==> src/rtl/core/vdl2_pkg.sv <==
// ----------------------------------------------------------------------------
// vdl2_pkg: shared types and constants of the vector distance engine
// Element and lane sizes, queue depths, operation and register codes.
// ----------------------------------------------------------------------------
package vdl2_pkg;

	localparam int LANE_COUNT    = 8;
	localparam int ELEMENT_WIDTH = 16;
	localparam int MAX_GROUPS    = 128;

	localparam int GIDX_W = 7;
	localparam int GRP_W  = $clog2(MAX_GROUPS);
	localparam int DIST_W = 48;

	localparam int DIFF_W = ELEMENT_WIDTH + 1;
	localparam int PROD_W = 2 * DIFF_W;
	localparam int PSUM_W = PROD_W + $clog2(LANE_COUNT) + 1;
	localparam int ACC_W  = DIST_W + 2;

	localparam int MIDQ_DEPTH  = 4;
	localparam int MIDQ_PTR_W  = $clog2(MIDQ_DEPTH);
	localparam int MIDQ_CNT_W  = $clog2(MIDQ_DEPTH + 1);
	localparam int OUTQ_DEPTH  = 16;
	localparam int OUTQ_PTR_W  = $clog2(OUTQ_DEPTH);
	localparam int OUTQ_CNT_W  = $clog2(OUTQ_DEPTH + 1);

	localparam int APB_ADDR_W = 3;
	localparam int APB_DATA_W = 32;
	localparam int REG_IDX_W  = APB_ADDR_W - 2;

	localparam logic OP_LOAD  = 1'b0;
	localparam logic OP_ACCUM = 1'b1;

	localparam logic METRIC_L2  = 1'b0;
	localparam logic METRIC_DOT = 1'b1;

	localparam logic [REG_IDX_W-1:0] REG_METRIC = '0;

	localparam logic signed [DIST_W-1:0] SUM_MAX = {1'b0, {(DIST_W-1){1'b1}}};
	localparam logic signed [DIST_W-1:0] SUM_MIN = {1'b1, {(DIST_W-1){1'b0}}};

	typedef logic [LANE_COUNT-1:0][ELEMENT_WIDTH-1:0] lanes_t;

	typedef struct packed {
		logic             op;
		logic [GRP_W-1:0] grp;
		lanes_t           lanes;
		logic             fin;
		logic             emits;
	} item_t;

	typedef struct packed {
		logic              vld;
		logic [DIST_W-1:0] value;
	} res_t;

endpackage

==> src/rtl/core/vdl2_front.sv <==
// ----------------------------------------------------------------------------
// vdl2_front: item intake
// Classifies incoming items and holds them in a short queue for the back end.
// ----------------------------------------------------------------------------
module vdl2_front (
	input  logic                         clk,
	input  logic                         arst_n,
	input  logic                         push,
	input  logic                         operation,
	input  logic [vdl2_pkg::GIDX_W-1:0]  group_index,
	input  vdl2_pkg::lanes_t             lanes,
	input  logic                         final_group,
	input  logic                         issue,
	output logic                         full,
	output logic                         head_valid,
	output vdl2_pkg::item_t              head
);

	vdl2_pkg::item_t                     item_in;
	vdl2_pkg::item_t                     queue_q [vdl2_pkg::MIDQ_DEPTH];
	logic [vdl2_pkg::MIDQ_PTR_W-1:0]     wr_ptr_q;
	logic [vdl2_pkg::MIDQ_PTR_W-1:0]     rd_ptr_q;
	logic [vdl2_pkg::MIDQ_CNT_W-1:0]     cnt_q;
	logic                                do_push;

	always_comb begin
		item_in.op    = operation;
		item_in.grp   = group_index[vdl2_pkg::GRP_W-1:0];
		item_in.lanes = lanes;
		item_in.fin   = final_group;
		item_in.emits = (operation == vdl2_pkg::OP_ACCUM) && final_group;
	end

	assign full       = (cnt_q == vdl2_pkg::MIDQ_CNT_W'(vdl2_pkg::MIDQ_DEPTH));
	assign head_valid = (cnt_q != '0);
	assign head       = queue_q[rd_ptr_q];
	assign do_push    = push && !full;

	always_ff @(posedge clk) begin
		if (do_push) begin
			queue_q[wr_ptr_q] <= item_in;
		end
	end

	always_ff @(posedge clk or negedge arst_n) begin
		if (!arst_n) begin
			wr_ptr_q <= '0;
			rd_ptr_q <= '0;
			cnt_q    <= '0;
		end else begin
			if (do_push) begin
				wr_ptr_q <= wr_ptr_q + 1'b1;
			end
			if (issue) begin
				rd_ptr_q <= rd_ptr_q + 1'b1;
			end
			case ({do_push, issue})
				2'b10:   cnt_q <= cnt_q + 1'b1;
				2'b01:   cnt_q <= cnt_q - 1'b1;
				default: cnt_q <= cnt_q;
			endcase
		end
	end

endmodule

==> config.mk <==
export PLATFORM = sky130hd
export DESIGN_NAME = vdl2_front
export DESIGN_NICKNAME = d
export VERILOG_FILES = /design/src/rtl/core/vdl2_pkg.sv /design/src/rtl/core/vdl2_front.sv
export SDC_FILE = /design/constraint.sdc
export NUM_CORES = 1
export LEC_CHECK = 0
export ABC_AREA = 1
export BUFFER_PORTS_ARGS = -buffer_cell sky130_fd_sc_hd__buf_2
export CAP_MARGIN = 5
export CORE_UTILIZATION = 58
export CTS_CLUSTER_DIAMETER = 30
export DETAILED_ROUTE_END_ITERATION = 10
export GPL_ROUTABILITY_DRIVEN = 0
export PLACE_DENSITY_LB_ADDON = 0.25
export SLEW_MARGIN = 10
export SYNTH_ARGS = -nofsm -noshare
export SYNTH_HDL_FRONTEND = slang
export SYNTH_SLANG_ARGS = --single-unit
==> constraint.sdc <==
create_clock -name clk -period 8.2 [get_ports clk]
set_input_delay 1.23 -clock clk [delete_from_list [all_inputs] [get_ports clk]]
set_output_delay 1.23 -clock clk [all_outputs]
set_load 0.1 [all_outputs]
**After elaboration in Yosys (flattened, before gate mapping)**

Memory sizes are Yosys's and may differ from the RTL's.
Index checks and enable logic that the tools add are counted.

- Eq/ne operators: 3
- Reductions and logical operators: 5
- Bitwise gates (word level): 0
- Magnitude comparators: 0
- Multiply operators: 0
- Multiplexer cells: 3
- Add/subtract/negate cells: 4
- Divide/modulo/power cells: 0
- Shifts and indexed selects: 0

Operators by type and width:

| operator | count |
|---|---|
| $pmux W3 S2 | 1 |
| $add A2 B1 Y2 const B | 2 |
| $add A3 B1 Y3 const B | 1 |
| $eq A3 B3 Y1 const B | 1 |
| $reduce_bool A3 Y1 | 1 |
| $sub A3 B1 Y3 const B | 1 |
| $eq A2 B1 Y1 const B | 1 |
| $eq A2 B2 Y1 const B | 1 |
| $logic_and A1 B1 Y1 | 2 |
| $mux W1 | 2 |
| $reduce_bool A2 Y1 | 1 |
| $logic_not A1 Y1 | 1 |

- Output and inout bits: 140
- Memories: 1
- Word-level logic and storage cells: 19
- RAM bits: 552
- Bits in read-only memories: 0
- Input port bits: 141
- Flip-flop bits (word level): 7
- Latch bits: 0

Memories:

| memory | words | width | read ports | clocked after Yosys merged registers in | write ports | RTL line | RTL |
|---|---|---|---|---|---|---|---|
| queue_q | 4 | 138 | 1 | 0 | 1 | vdl2_front.sv:20 | `vdl2_pkg::item_t queue_q [vdl2_pkg::MIDQ_DEPTH];` |

**Longest topological paths before layout**

- Word-level depth: 5
- Gate-level depth with buffers: 11
- Mapped depth without buffers: 11

**Least setup slack after synthesis**

No wires, ideal clock.

- Path type: input -> register
- Start point: input push
- End point: memory queue_q[0][0] in the netlist's numbering, enable pin
- Cell stages on the path: 2
- Library setup time: 0.638 ns
- Required time: 7.562 ns
- Arrival: 7.110 ns
- Path buffers: 0
- Slack: 0.452 ns
- Path through: nand2_1 -> nor2_1

- Cells in the longest elaborated chain, start to end: 3

Ends and longest elaborated chain:

| what | RTL line | RTL |
|---|---|---|
| from (decl) | vdl2_front.sv:8 | `input logic push,` |
| $logic_and A1 B1 Y1 | vdl2_front.sv:37 | `assign do_push = push && !full;` |
| $mux W1 | vdl2_front.sv:40 | `if (do_push) begin` |
| $mux W1 (not written as such) | vdl2_front.sv:41 | `queue_q[wr_ptr_q] <= item_in;` |
| to (decl) | vdl2_front.sv:20 |  |

No other way between the ends.

==> flow_summary.toml <==
[status]
outcome = "finished clean"

[routing]
wl_um = 46900
wire_per_inst_um = 18.2
vias = 13500
drc = 0
antenna_left = 0
viasPerCell = 5.25
drt-initial-drc-count = 891
drtPass1Iterations = 5

[worst_setup_path]
cp.buffers_inverters = 3
cp_num_cells = 5
critPathArrivalTime_ps = 3650
start_kind = "flop"
crit_fanout = 83
cp-startpoint = "rd_ptr_q[1]$_DFFE_PN0P_"
endpoint_kind = "output pin"
r2r_start = "cnt_q[0]$_DFFE_PN0P_"
cp.required_ps = 6970
r2r_setup_slack_ps = 5260
crit_path_end = "head[105]"
slowest_stage = "inv_6"
reg2reg_to = "queue_q[1][75]$_DFFE_PP_"
cp_top_family = "buffers and inverters"
path_class = "flop to output pin"
reg2regPathDepth = 5
worst_path_largest_cell_delay_ps = 790
crit_path_cell_trace = "inv_6 > buf_4 > o211ai_1 > nand2_1 > buf_2"

[grt]
antenna_found_initial = 8
first_global_vias = 13400
grt.overflow.total = 0
gr-usage-all-layers_pct = 23.5
grt_pass1_wl_um = 70900
grt_max_degree = 247

[cts]
cts_tree = "yes"
cts_buffer_depth = 3
ctsResizeCount = 0
cts_buffers = 102
clock_latency_ps = 610
clkSinkCount = 559
clock-root-buffer = "clkbuf_16"
clkTransAtPathRegs_ps = 50
cts_setup_buffers = 0
cts_hold_buf = 0
htreeDepth = 3

[layout]
drive_above_1_share_pct = 26.0
design_area_um2 = 27900
area_growth_pct = 23.6
nets = 2116
final_util_pct = 73.5

[logic_synthesis]
ys_top_cells_by_count = "edfxtp_1 (552), nand2_1 (426), inv_1 (291), o211ai_1 (207), o211ai_2 (69)"
synth_compound_area_share_pct = 10.7
ys_top_cells_by_area = "edfxtp_1 (73%), nand2_1 (7.1%), o211ai_1 (6.9%)"
synthMuxAreaShare_pct = 0
syn_inst = 1664
yosys.area_share.simple_pct = 7.30
synth_top_family_by_area = "compound AO/OA/AOI/OAI gates"
synth.most_common_cell = "edfxtp_1"
synth-adder-area-share_pct = 0.366
synth_warnings = 0
synthFlopType = "edfxtp_1"
synth-async-reset-ratio_pct = 1.25
ys_types = 18
yosysTopAreaCell = "edfxtp_1"
synth_xor_area_share_pct = 0.116
synth_seq_cells = 559
syn_area_um2 = 22600
yosysSeqAreaShare_pct = 74.3
synth_edf_count = 552
synth_nets = 1811
yosys.area.top_type_share_pct = 73.5
syn_area_per_cell_um2 = 13.6

[floorplan]
rows = 71
dieWidth_um = 199
initial_core_util_pct = 59.5
die_height_um = 199
dieArea_um2 = 39700
ioPinCount = 281
core_area_um2 = 37900

[sta]
fin_crit_sh_pct = 59.6
fin_crit_ps = 4880
hold_viol_final = 0
tightest_slew_ps = 1090
slew_headroom_pct = 27.4
fin_skew_ps = 17.0
fin_setup_tns_ps = 0
fmax_ghz = 0.205
rsz0062_at_grt = "false"
slew_violations = 0
setup_violations = 0

[placement]
portBuffers = 280
placed_cell_area_um2 = 24200
hpwl_um = 25500

[worst_hold_path]
hp-class = "primary input to async pin"

[flow_run]
maxCapViolCount = 0
## routing by layer
metal,share of wire (%),GRT usage [%],vias up,wire [um]
li1,-,-,6468,-
met1,41,28.9,6535,19200
met2,50,39.9,404,23300
met3,7.1,6.18,90,3320
met4,2.2,8.92,10,1010
met5,0.14,0,-,64
## registers in the layout (all words and copies together) (netlist names)
name / count
cnt_q: 3
wr_ptr_q: 2
rd_ptr_q: 2
queue_q: 552
## worst min path at each step
stage,end
after floorplan,cnt_q[0]$_DFFE_PN0P_
after global placement,cnt_q[1]$_DFFE_PN0P_
after detailed placement,cnt_q[2]$_DFFE_PN0P_
after CTS,cnt_q[0]$_DFFE_PN0P_
after global routing,cnt_q[0]$_DFFE_PN0P_
final,wr_ptr_q[1]$_DFFE_PN0P_
## worst reg2reg max path: cells and delay by family (launching register included)
family | cells | cell delay, ps
buf+inv | 2 | 960
flops | 1 | 370
simple gates | 3 | 1120
## cell usage in the layout, fill, tap and decap left out, drive strengths merged, types with 6 or more instances in the layout
cell and instances:
clkinv 38, clkbuf 113, clkinvlp 14, o211ai 276
buf 293, diode 6, inv 300, bufinv 19
dfrtp 7, nand2 426, edfxtp 552
## through the flow
| step | cells | hold slack [ps] | setup slack, ps |
|---|---|---|---|
| 2_1_floorplan | 1664 | 446 | 452 |
| 3_3_place_gp | 2376 | 466 | 4000 |
| 3_5_place_dp | 2376 | 481 | 3960 |
| 4_1_cts | 2569 | 424 | 3300 |
| 5_1_grt | 2571 | 441 | 3150 |
| 6_report | 2575 | 450 | 3320 |
## cell type report
| type | count | area (um2) |
|---|---|---|
| Antenna cell | 6 | 15.0 |
| Clock buffer | 113 | 2680 |
| Clock inverter | 80 | 953 |
| Fill cell | 2391 | 10100 |
| Inverter | 291 | 1100 |
| Multi-Input combinational cell | 722 | 4210 |
| Sequential cell | 559 | 16800 |
| Tap cell | 511 | 639 |
| Timing Repair Buffer | 293 | 1520 |
## kinds of logic (layout without fill, tap and decap cells)
kind of cell               Yosys count  count (layout)
and+or+nand+nor                    436             436
other                                0               6
DFF                                559             559
adders and majority gates            6               6
buffers and inverters              383             777
xor gates and xnor gates             3               3
AOI/OAI and AO/OA                  277             277
Power is left out: the tool's default activity adds up to more than one toggle a clock period on the data nets, which glitch-free logic cannot reach.
