`config.mk`:
```
export PLATFORM = sky130hd
export DESIGN_NAME = vdl2_outq
export DESIGN_NICKNAME = d
export VERILOG_FILES = /design/src/rtl/core/vdl2_pkg.sv /design/src/rtl/core/vdl2_outq.sv
export SDC_FILE = /design/constraint.sdc
export NUM_CORES = 1
export LEC_CHECK = 0
export BUFFER_PORTS_ARGS = -buffer_cell sky130_fd_sc_hd__buf_2
export CORE_MARGIN = 2
export CORE_UTILIZATION = 30
export DETAILED_ROUTE_END_ITERATION = 16
export PLACE_DENSITY = 0.44
export SLEW_MARGIN = 10
export SYNTH_ARGS = -nofsm -noshare
export SYNTH_HDL_FRONTEND = slang
export SYNTH_SLANG_ARGS = --single-unit
```
`constraint.sdc`:
```
create_clock -name clk -period 12.5 [get_ports clk]
set_input_delay 1.25 -clock clk [delete_from_list [all_inputs] [get_ports clk]]
set_output_delay 1.25 -clock clk [all_outputs]
set_load 0.03 [all_outputs]
```
`src/rtl/core/vdl2_pkg.sv`:
```
// ----------------------------------------------------------------------------
// vdl2_pkg: shared types and constants of the vector distance engine
// Element and lane sizes, queue depths, operation and register codes.
// ----------------------------------------------------------------------------
package vdl2_pkg;

	localparam int LANE_COUNT    = 8;
	localparam int ELEMENT_WIDTH = 16;
	localparam int MAX_GROUPS    = 128;

	localparam int GIDX_W = 7;
	localparam int GRP_W  = $clog2(MAX_GROUPS);
	localparam int DIST_W = 48;

	localparam int DIFF_W = ELEMENT_WIDTH + 1;
	localparam int PROD_W = 2 * DIFF_W;
	localparam int PSUM_W = PROD_W + $clog2(LANE_COUNT) + 1;
	localparam int ACC_W  = DIST_W + 2;

	localparam int MIDQ_DEPTH  = 4;
	localparam int MIDQ_PTR_W  = $clog2(MIDQ_DEPTH);
	localparam int MIDQ_CNT_W  = $clog2(MIDQ_DEPTH + 1);
	localparam int OUTQ_DEPTH  = 16;
	localparam int OUTQ_PTR_W  = $clog2(OUTQ_DEPTH);
	localparam int OUTQ_CNT_W  = $clog2(OUTQ_DEPTH + 1);

	localparam int APB_ADDR_W = 3;
	localparam int APB_DATA_W = 32;
	localparam int REG_IDX_W  = APB_ADDR_W - 2;

	localparam logic OP_LOAD  = 1'b0;
	localparam logic OP_ACCUM = 1'b1;

	localparam logic METRIC_L2  = 1'b0;
	localparam logic METRIC_DOT = 1'b1;

	localparam logic [REG_IDX_W-1:0] REG_METRIC = '0;

	localparam logic signed [DIST_W-1:0] SUM_MAX = {1'b0, {(DIST_W-1){1'b1}}};
	localparam logic signed [DIST_W-1:0] SUM_MIN = {1'b1, {(DIST_W-1){1'b0}}};

	typedef logic [LANE_COUNT-1:0][ELEMENT_WIDTH-1:0] lanes_t;

	typedef struct packed {
		logic             op;
		logic [GRP_W-1:0] grp;
		lanes_t           lanes;
		logic             fin;
		logic             emits;
	} item_t;

	typedef struct packed {
		logic              vld;
		logic [DIST_W-1:0] value;
	} res_t;

endpackage

```
`src/rtl/core/vdl2_outq.sv`:
```
// ----------------------------------------------------------------------------
// vdl2_outq: result queue
// Buffers finished distances until the consumer takes them.
// ----------------------------------------------------------------------------
module vdl2_outq (
	input  logic                            clk,
	input  logic                            arst_n,
	input  vdl2_pkg::res_t                  res,
	input  logic                            pop,
	output logic                            empty,
	output logic [vdl2_pkg::DIST_W-1:0]     distance,
	output logic [vdl2_pkg::OUTQ_CNT_W-1:0] cnt
);

	logic [vdl2_pkg::DIST_W-1:0]     oq_q [vdl2_pkg::OUTQ_DEPTH];
	logic [vdl2_pkg::OUTQ_PTR_W-1:0] wr_ptr_q;
	logic [vdl2_pkg::OUTQ_PTR_W-1:0] rd_ptr_q;
	logic [vdl2_pkg::OUTQ_CNT_W-1:0] cnt_q;
	logic                            do_pop;

	assign empty    = (cnt_q == '0);
	assign distance = oq_q[rd_ptr_q];
	assign cnt      = cnt_q;
	assign do_pop   = pop && !empty;

	always_ff @(posedge clk) begin
		if (res.vld) begin
			oq_q[wr_ptr_q] <= res.value;
		end
	end

	always_ff @(posedge clk or negedge arst_n) begin
		if (!arst_n) begin
			wr_ptr_q <= '0;
			rd_ptr_q <= '0;
			cnt_q    <= '0;
		end else begin
			if (res.vld) begin
				wr_ptr_q <= wr_ptr_q + 1'b1;
			end
			if (do_pop) begin
				rd_ptr_q <= rd_ptr_q + 1'b1;
			end
			case ({res.vld, do_pop})
				2'b10:   cnt_q <= cnt_q + 1'b1;
				2'b01:   cnt_q <= cnt_q - 1'b1;
				default: cnt_q <= cnt_q;
			endcase
		end
	end

endmodule

```
* Yosys cells after proc, flatten, opt, wreduce, memory -nomap -nowiden *
Memories as Yosys holds them, arrays and structs flattened.
Cells that the tools add are included.

cells by class
  add/sub/neg operators = 4
  multipliers = 0
  divide/modulo/power cells = 0
  order comparisons = 0
  equality and inequality tests = 2
  shift-type cells = 0
  multiplexer cells = 3
  bitwise logic cells = 0
  reduce and logical (&&, ||, !) cells = 4

operators by type and width
  kind                                                                   number
  5-bit one-hot mux with 2 select lines                                  1
  4-bit by 1-bit adder with 4-bit output, second input constant          2
  5-bit by 1-bit adder with 5-bit output, second input constant          1
  5-bit logical NOT                                                      1
  5-bit by 1-bit subtractor with 5-bit output, second input constant     1
  2-bit by 1-bit equality test with 1-bit output, second input constant  1
  2-bit equality test, second input constant                             1
  1-bit 2-to-1 mux                                                       2
  2-bit nonzero test                                                     1
  1-bit logical AND                                                      1
  1-bit logical NOT                                                      1

word-level totals
  register bits = 13
  bits in latches = 0
  bits in writable memories = 768
  memory bits (read-only) = 0
  input port bits = 52
  output and inout bits = 54
  word-level logic and storage cells = 17
  memories kept = 1

memories
  memory  depth  width  read ports  clocked after Yosys merged registers in  write ports  line             RTL
  oq_q    16     48     1           0                                        1            vdl2_outq.sv:15  logic [vdl2_pkg::DIST_W-1:0] oq_q [vdl2_pkg::OUTQ_DEPTH];

* Logic depth before layout (Yosys ltp) *
Gate-level depths: netlist of run 1.

  word-level depth = 5
  depth in mapped cells = 12
  gate-level depth less buffers = 11

* Worst setup path after synthesis of run 1 *
No wires, ideal clock.

  path type = input port to flip-flop
  from = input res[48] (netlist name)
  to = memory oq_q[3][0] (netlist name) (enable)
  library setup time = 0.513 ns
  arrival time = 4.962 ns
  data required time = 11.987 ns
  path slack = 7.025 ns
  stages on the path = 3
  path buffers = 1
  cells stage by stage = clkbuf_1 nand2_1 nor3_1

on the way
  cells in the longest elaborated chain, start to end = 2

RTL lines
  element                                 line             RTL
  from (decl)                             vdl2_outq.sv:8   input vdl2_pkg::res_t res,
  1-bit 2-to-1 mux                        vdl2_outq.sv:27  if (res.vld) begin
  1-bit 2-to-1 mux (implied by the code)  vdl2_outq.sv:28  oq_q[wr_ptr_q] <= res.value;
  to (decl)                               vdl2_outq.sv:15

No other way between the ends.

* Final worst setup path of run 1 *
  from = register rd_ptr_q[0] (netlist name)
  to = output distance[18] (netlist name)

on the way
  cells in the longest elaborated chain, start to end = 1

RTL lines
  element                  line             RTL
  from (decl)              vdl2_outq.sv:17  logic [vdl2_pkg::OUTQ_PTR_W-1:0] rd_ptr_q;
  from (signal assigned)   vdl2_outq.sv:42  rd_ptr_q <= rd_ptr_q + 1'b1;
  memory read 16 x 48 bit  n/a
  to (decl)                vdl2_outq.sv:11  output logic [vdl2_pkg::DIST_W-1:0] distance,

No other way between the ends.

==> results of run 1 <==
==> report_power, final <==
part | switching (W) | leakage [nW] | internal [W] | total [W]
Sequential | 0.000153 | 7.09 | 0.00316 | 0.00332
Clock | 0.00103 | 1.38 | 0.00144 | 0.00248
Combinational | 0.00177 | 3.03 | 0.000930 | 0.00270
Total | 0.00296 | 11.5 | 0.00554 | 0.00849
==> kinds of logic after synthesis <==
logic type      after synthesis  share of synthesized area
fa+ha+maj                    10                   0.004392
xor+xnor                     10                   0.002900
compound gates              248                    0.05300
mux                         289                     0.1377
buf+inv                      92                    0.01537
simple gates                 87                    0.01210
flops                       781                     0.7745
==> layout make-up <==
class	instances	share of cell area
antenna	2	0.0001426
clock buffer	112	0.06715
clock inverter	54	0.01227
inverter	7	0.0007489
multi-input combinational	644	0.1843
sequential	781	0.6670
tap	1298	0.04629
timing repair buffer	135	0.02211
==> cells in the final DEF, fill, tap and decap left out, types with 48 or more instances in the layout <==
cell type  instances
a21oi_1           50
a22oi_1           48
buf_2            105
clkbuf_16         91
edfxtp_1         768
mux2_2            48
mux2i_1          144
mux4_2            96
nand2_1           58
o21ai_0          101
==> final timing paths <==
check | from | end | slack [ns] | cells after the start
max | rd_ptr_q[0] | distance[18] | 7.23 | 8
min | cnt[4] | cnt[4] | 0.49 | 1
max reg2reg | cnt[0] | cnt[4] | 9.51 | 10
min reg2reg | cnt[4] | cnt[4] | 0.49 | 1
max in group asynchronous | arst_n | rd_ptr_q[3] | 11.71 | 1
min in group asynchronous | arst_n | cnt[1] | 0.51 | 1
==> routing by layer <==
layer	GRT usage	share of wire
met1	0.2016	0.45
met2	0.2519	0.49
met3	0.02430	0.036
met4	0.04050	0.020
met5	0	0.00050
==> flip-flops by register name (all words and copies together), names as in the netlist <==
name,flops
rd_ptr_q,4
wr_ptr_q,4
cnt,5
oq_q,768
==> stage by stage <==
stage                     worst slack, ns  cells  area [µm²]
after floorplan                     7.025   1517       30200
after global placement              7.768   2865       32290
after detailed placement            7.810   2865       32290
after CTS                           7.094   3031       35080
after global routing                6.802   3032       35080
final                               7.228   3033       35080
==> worst max-delay path: stages (launching register included) <==
cell,delay (ns)
dfrtp_4,0.70
buf_12,0.64
buf_12,0.61
mux2_2,0.41
o21ai_0,0.17
a21oi_1,0.08
o21ai_0,0.19
nand2_1,0.10
buf_2,0.19
==> impl_results.md, run 1 <==
- H-tree depth: 3
- CTS clk-pin slew, worst paths: 0.06 ns
- Maximum buffer depth of the clock tree: 3
- Die Footprint: 103200 µm²
- Hpwl dp: 35870 µm
- CP Launch Type: flop
- Final setup fails: 0
- Hold_buf cts: 0
- Core area: 100000 µm²
- DR DRC count: 0
- Number of buffers created by CTS: 90
- Vias after detailed routing: 14890
- Gr usage total: 0.1500
- Vias per Instance: 4.908
- DRT Pass-1 Iters: 5
- Final core occ: 0.3508
- Register area: 23400 µm²
- Status: complete, no violations
- CP Capture Type: output pin
- Slew Limit Headroom: 0.2408
- First-pass GRT wire length: 111200 µm
- FILL cells: between 9000 and 10000
- Async S/R FF share, synth: 0.01665
- Flops & latches, synth: roughly 800
- Final ANT Viol Nets: 0
- CTS Root Cell: clkbuf_16
- Worst Path Required: about 11 ns
- Syn Area/Cell: 19.91 µm²
- Num rows: 116
- Final period utilization: 0.4217
- RSZ-0062 raised after global routing: no
- IO Count: 106
- Max IR drop VDD: 214.3 µV
- DR iter-0 viols: 1088
- Clock tree from TritonCTS: yes
- Largest cells by area after synthesis: edfxtp_1, mux4_2, mux2i_1
- Yosys warnings: 0
- CTS resizes: 0
- Vias in the first global route: about 16000
- Ys flop type: edfxtp_1
- GR Overflow Total: 0
- Hold WC Path Type: flop to flop
- FMAX: 189.7 MHz
- PortBufs: 105
- Clock latency on the worst-skew pair: 0.65 ns
- Synth Instances: 1517
- Clk sinks: 781
- EDFF count, synth: 768
- Final Hold Viols: 0
- Share of cells above drive strength 1: 0.2556
- Synth-to-Final Area Change: 16.19%
- Mapped Area: ~30000 µm²
- Commonest cells post-synth: edfxtp_1, mux2i_1, o21ai_0
- Count leader, synth: edfxtp_1
- Total chip power: roughly 0.0085 W
- Area of the multi-input gates: between 6000 and 7000 µm²
- Final min period: 5.272 ns
- Area leader, netlist: edfxtp_1
- Critical setup path kind: flop to output pin
- Critical path data arrival time: 4.02 ns
- Leak pwr: around 11 nW
- Starting density of the core: 0.3020
- Routability cong.: around 0.68
- Final #Nets: about 1700
- Seq/Total Area, Yosys: 0.7745
- Worst-margin pin slew: 1.139 ns
- Initial antenna violation count: 8
- Pwr dens: around 240 nW/µm²
- Max-Cap Viols: 0
- Worst Skew: 0.01686 ns
- Routed WL: 77530 µm
- Die Wd: 321.3 µm
- Slew Viols, Final: 0
- Setup TNS: 0 ns
- Crit Path Max Fanout: around 120
- Pin count of the biggest net entering global routing: 123
- Die height: 321.3 µm
- Yosys top cell area share: 0.7637
- Netlist cell types: 34
- Syn Nets: 1579
- Worst-case hold slack: 0.4896 ns
- Post-CTS Setup Bufs: 0
- WL/cell: 25.56 µm
No activity file was read; power rests on OpenSTA's default activity.
==> run 2: changes to the inputs <==
- PLACE_DENSITY: 0.44 -> 0.45
- clock period: 12.5 -> 4.6 ns (I/O delays scaled with it)
==> run 2 against run 1 <==
- critical path depth decreased by 1
- via count decreased by 0.64%
- global-route usage decreased by 0.28 points
- critical endpoint is now distance[2]
- highest routed layer unchanged
==> impl_results.md, run 2 (same netlist as run 1, synthesis figures left out) <==
- Starting density of the core: 0.3020 (unchanged)
- GR Overflow Total: 0 (unchanged)
- CP bufs+invs: 2 (was 3)
- DR DRC count: 0 (unchanged)
- CTS resizes: 0 (unchanged)
- Final Hold Viols: 0 (unchanged)
- Die Wd: 321.3 µm (unchanged)
- Vias in the first global route: 15720 (was 15590)
- Hpwl dp: 41350 µm (was 35870 µm)
- Critical path cell sequence: buf_4 -> mux2_2 -> o21ai_0 -> a21oi_1 -> o21ai_0 -> nand2_1 -> buf_2 (was buf_12 -> buf_12 -> mux2_2 -> o21ai_0 -> a21oi_1 -> o21ai_0 -> nand2_1 -> buf_2)
- Commonest non-fill, non-tap cell in the layout: edfxtp_1 (unchanged)
- Post-CTS Setup Bufs: 0 (unchanged)
- CP Capture Type: output pin (unchanged)
- Synth-to-Final Area Change: 17.59% (was 16.19%)
- Pin count of the biggest net entering global routing: 67 (was 123)
- Leak pwr: 11.68 nW (was 11.50 nW)
- H-tree depth: 3 (unchanged)
- CP max stage delay: 0.93 ns (was 0.70 ns)
- Worst Path Required: 4.14 ns (was 11.25 ns)
- Max IR drop VDD: 377.8 µV (was 214.3 µV)
- CP top delay family: flip-flops (was buffers and inverters)
- RSZ-0062 raised after global routing: no (unchanged)
- Final ANT Viol Nets: 0 (unchanged)
- Crit path top cell by count: o21ai_0
- Max reg flops: 768 (unchanged)
- Status: complete, no violations (unchanged)
- PortBufs: 105 (unchanged)
- DRT Pass-1 Iters: 5 (unchanged)
- FMAX: 267.8 MHz
- Worst Skew: 0.01437 ns (was 0.01686 ns)
- DR iter-0 viols: 1075 (was 1088)
- IO Count: 106 (unchanged)
- Slew Viols, Final: 0 (unchanged)
- Initial antenna violation count: 9 (was 8)
- Final Instance Count excl. Fillers: 3042 (was 3033)
- Critical path data arrival time: 3.27 ns (was 4.02 ns)
- Biggest register: oq_q (unchanged)
- CTS clk-pin slew, worst paths: 0.06 ns (about the same)
- FILL cells: 9201 (was 9268)
- Gr usage total: 0.1472 (was 0.1500)
- Vias per Instance: 4.862 (was 4.908)
- Num rows: 116 (unchanged)
- Worst-margin pin slew: 1.119 ns (was 1.139 ns)
- Number of buffers created by CTS: 87 (was 90)
- Worst-case hold slack: 0.1997 ns (was 0.4896 ns)
- Share of cells above drive strength 1: 0.2605 (was 0.2556)
- Vias after detailed routing: 14790 (was 14890)
- Clock latency on the worst-skew pair: 0.64 ns (was 0.65 ns)
- Final Cell Area: 35510 µm² (was 35080 µm²)
- First-pass GRT wire length: 109900 µm (was 111200 µm)
- Max-Cap Viols: 0 (unchanged)
- CP Launch Type: flop (unchanged)
- Pwr dens: 662.4 nW/µm² (was 242.0 nW/µm²)
- Final period utilization: 0.8118
- Clock tree from TritonCTS: yes (unchanged)
- Final core occ: 0.3551 (was 0.3508)
- Final min period: 3.734 ns
- Final #Nets: 1740 (was 1721)
- Post-Place Cells: 2886 (was 2865)
- Crit Path Max Fanout: 33 (was 122)
- Area of the multi-input gates: 6492 µm² (was 6467 µm²)
- Final setup fails: 0 (unchanged)
- Hold WC Path Type: primary input to flop (was flop to flop)
- WL/cell: 24.95 µm (was 25.56 µm)
- Crit-path slowest cell: dfrtp_4 (unchanged)
- Maximum buffer depth of the clock tree: 3 (unchanged)
- Routability cong.: 0.7011 (was 0.6810)
- Die height: 321.3 µm (unchanged)
- Critical setup path kind: flop to output pin (unchanged)
- Setup TNS: 0 ns (unchanged)
- CTS Root Cell: clkbuf_16 (unchanged)
- Commonest cells after routing, fill and taps aside: edfxtp_1, mux2i_1, buf_2, o21ai_0, mux4_2 (unchanged)
- Die Footprint: 103200 µm² (unchanged)
- Routed WL: 75910 µm (was 77530 µm)
- Register area: 23400 µm² (unchanged)
- Clk sinks: 781 (unchanged)
- Placed Area: 32630 µm² (was 32290 µm²)
- Slew Limit Headroom: 0.2517 (was 0.2408)
- Core area: 100000 µm² (unchanged)
[run 2: cell count changes in the layout (fill, tap and decap cells not counted), sizes merged]
cell and change:
clkinvlp +1, dlygate4sd3 +1, bufinv +6, clkbuf +3, buf +21, clkinv -18
inv -4, diode -1
[run 2: final timing paths]
path                        startpoint          end  slack [ns]  cells past startpoint
setup / recovery           rd_ptr_q[0]  distance[2]        0.87                      7
hold / removal                  res[7]   oq_q[4][7]        0.20                      1
setup reg to reg                cnt[0]       cnt[4]        1.57                     10
hold reg to reg                 cnt[4]       cnt[4]        0.51                      1
max in group asynchronous       arst_n  rd_ptr_q[1]        3.93                      2
min in group asynchronous       arst_n       cnt[4]        0.30                      2
[run 2: layout make-up]
cell class / instances / area share
well taps: 1298 / 0.04574
diodes: 1 / 0.00007048
inverters: 7 / 0.0007400
flip-flops and latches: 781 / 0.6590
clock buffers: 115 / 0.06727
repair buffers: 157 / 0.03080
multi-input cells: 644 / 0.1829
clock inverters: 39 / 0.01350
[run 2: per-layer routing]
metal / global-route usage / vias up / wire length (µm)
met1: 0.1945 / 7775 / 33900
met3: 0.02714 / 109 / 3259
li1: - / 6574 / -
met2: 0.2479 / 325 / 37240
met4: 0.04102 / 6 / 1459
met5: 0 / - / 48
[run 2: timing repair]
action	CTS	global route
hold endpoints to repair	13	0
hold buffers	1	0
endpoints found under the setup margin	0	0
[run 2: metrics by stage]
step / power [W] / worst slack (ns)
global placement: 0.01684 / 1.431
global route: 0.02467 / 0.5723
CTS: 0.02395 / 0.7432
detailed placement: 0.01689 / 1.452
finish: 0.02352 / 0.8659
floorplan: 0.01412 / 1.200
[run 2: power by group]
group	internal, W	total (W)	switching, W
Combinational	0.00268	0.00746	0.00478
Clock	0.00425	0.00698	0.00273
Sequential	0.00858	0.00908	0.000499
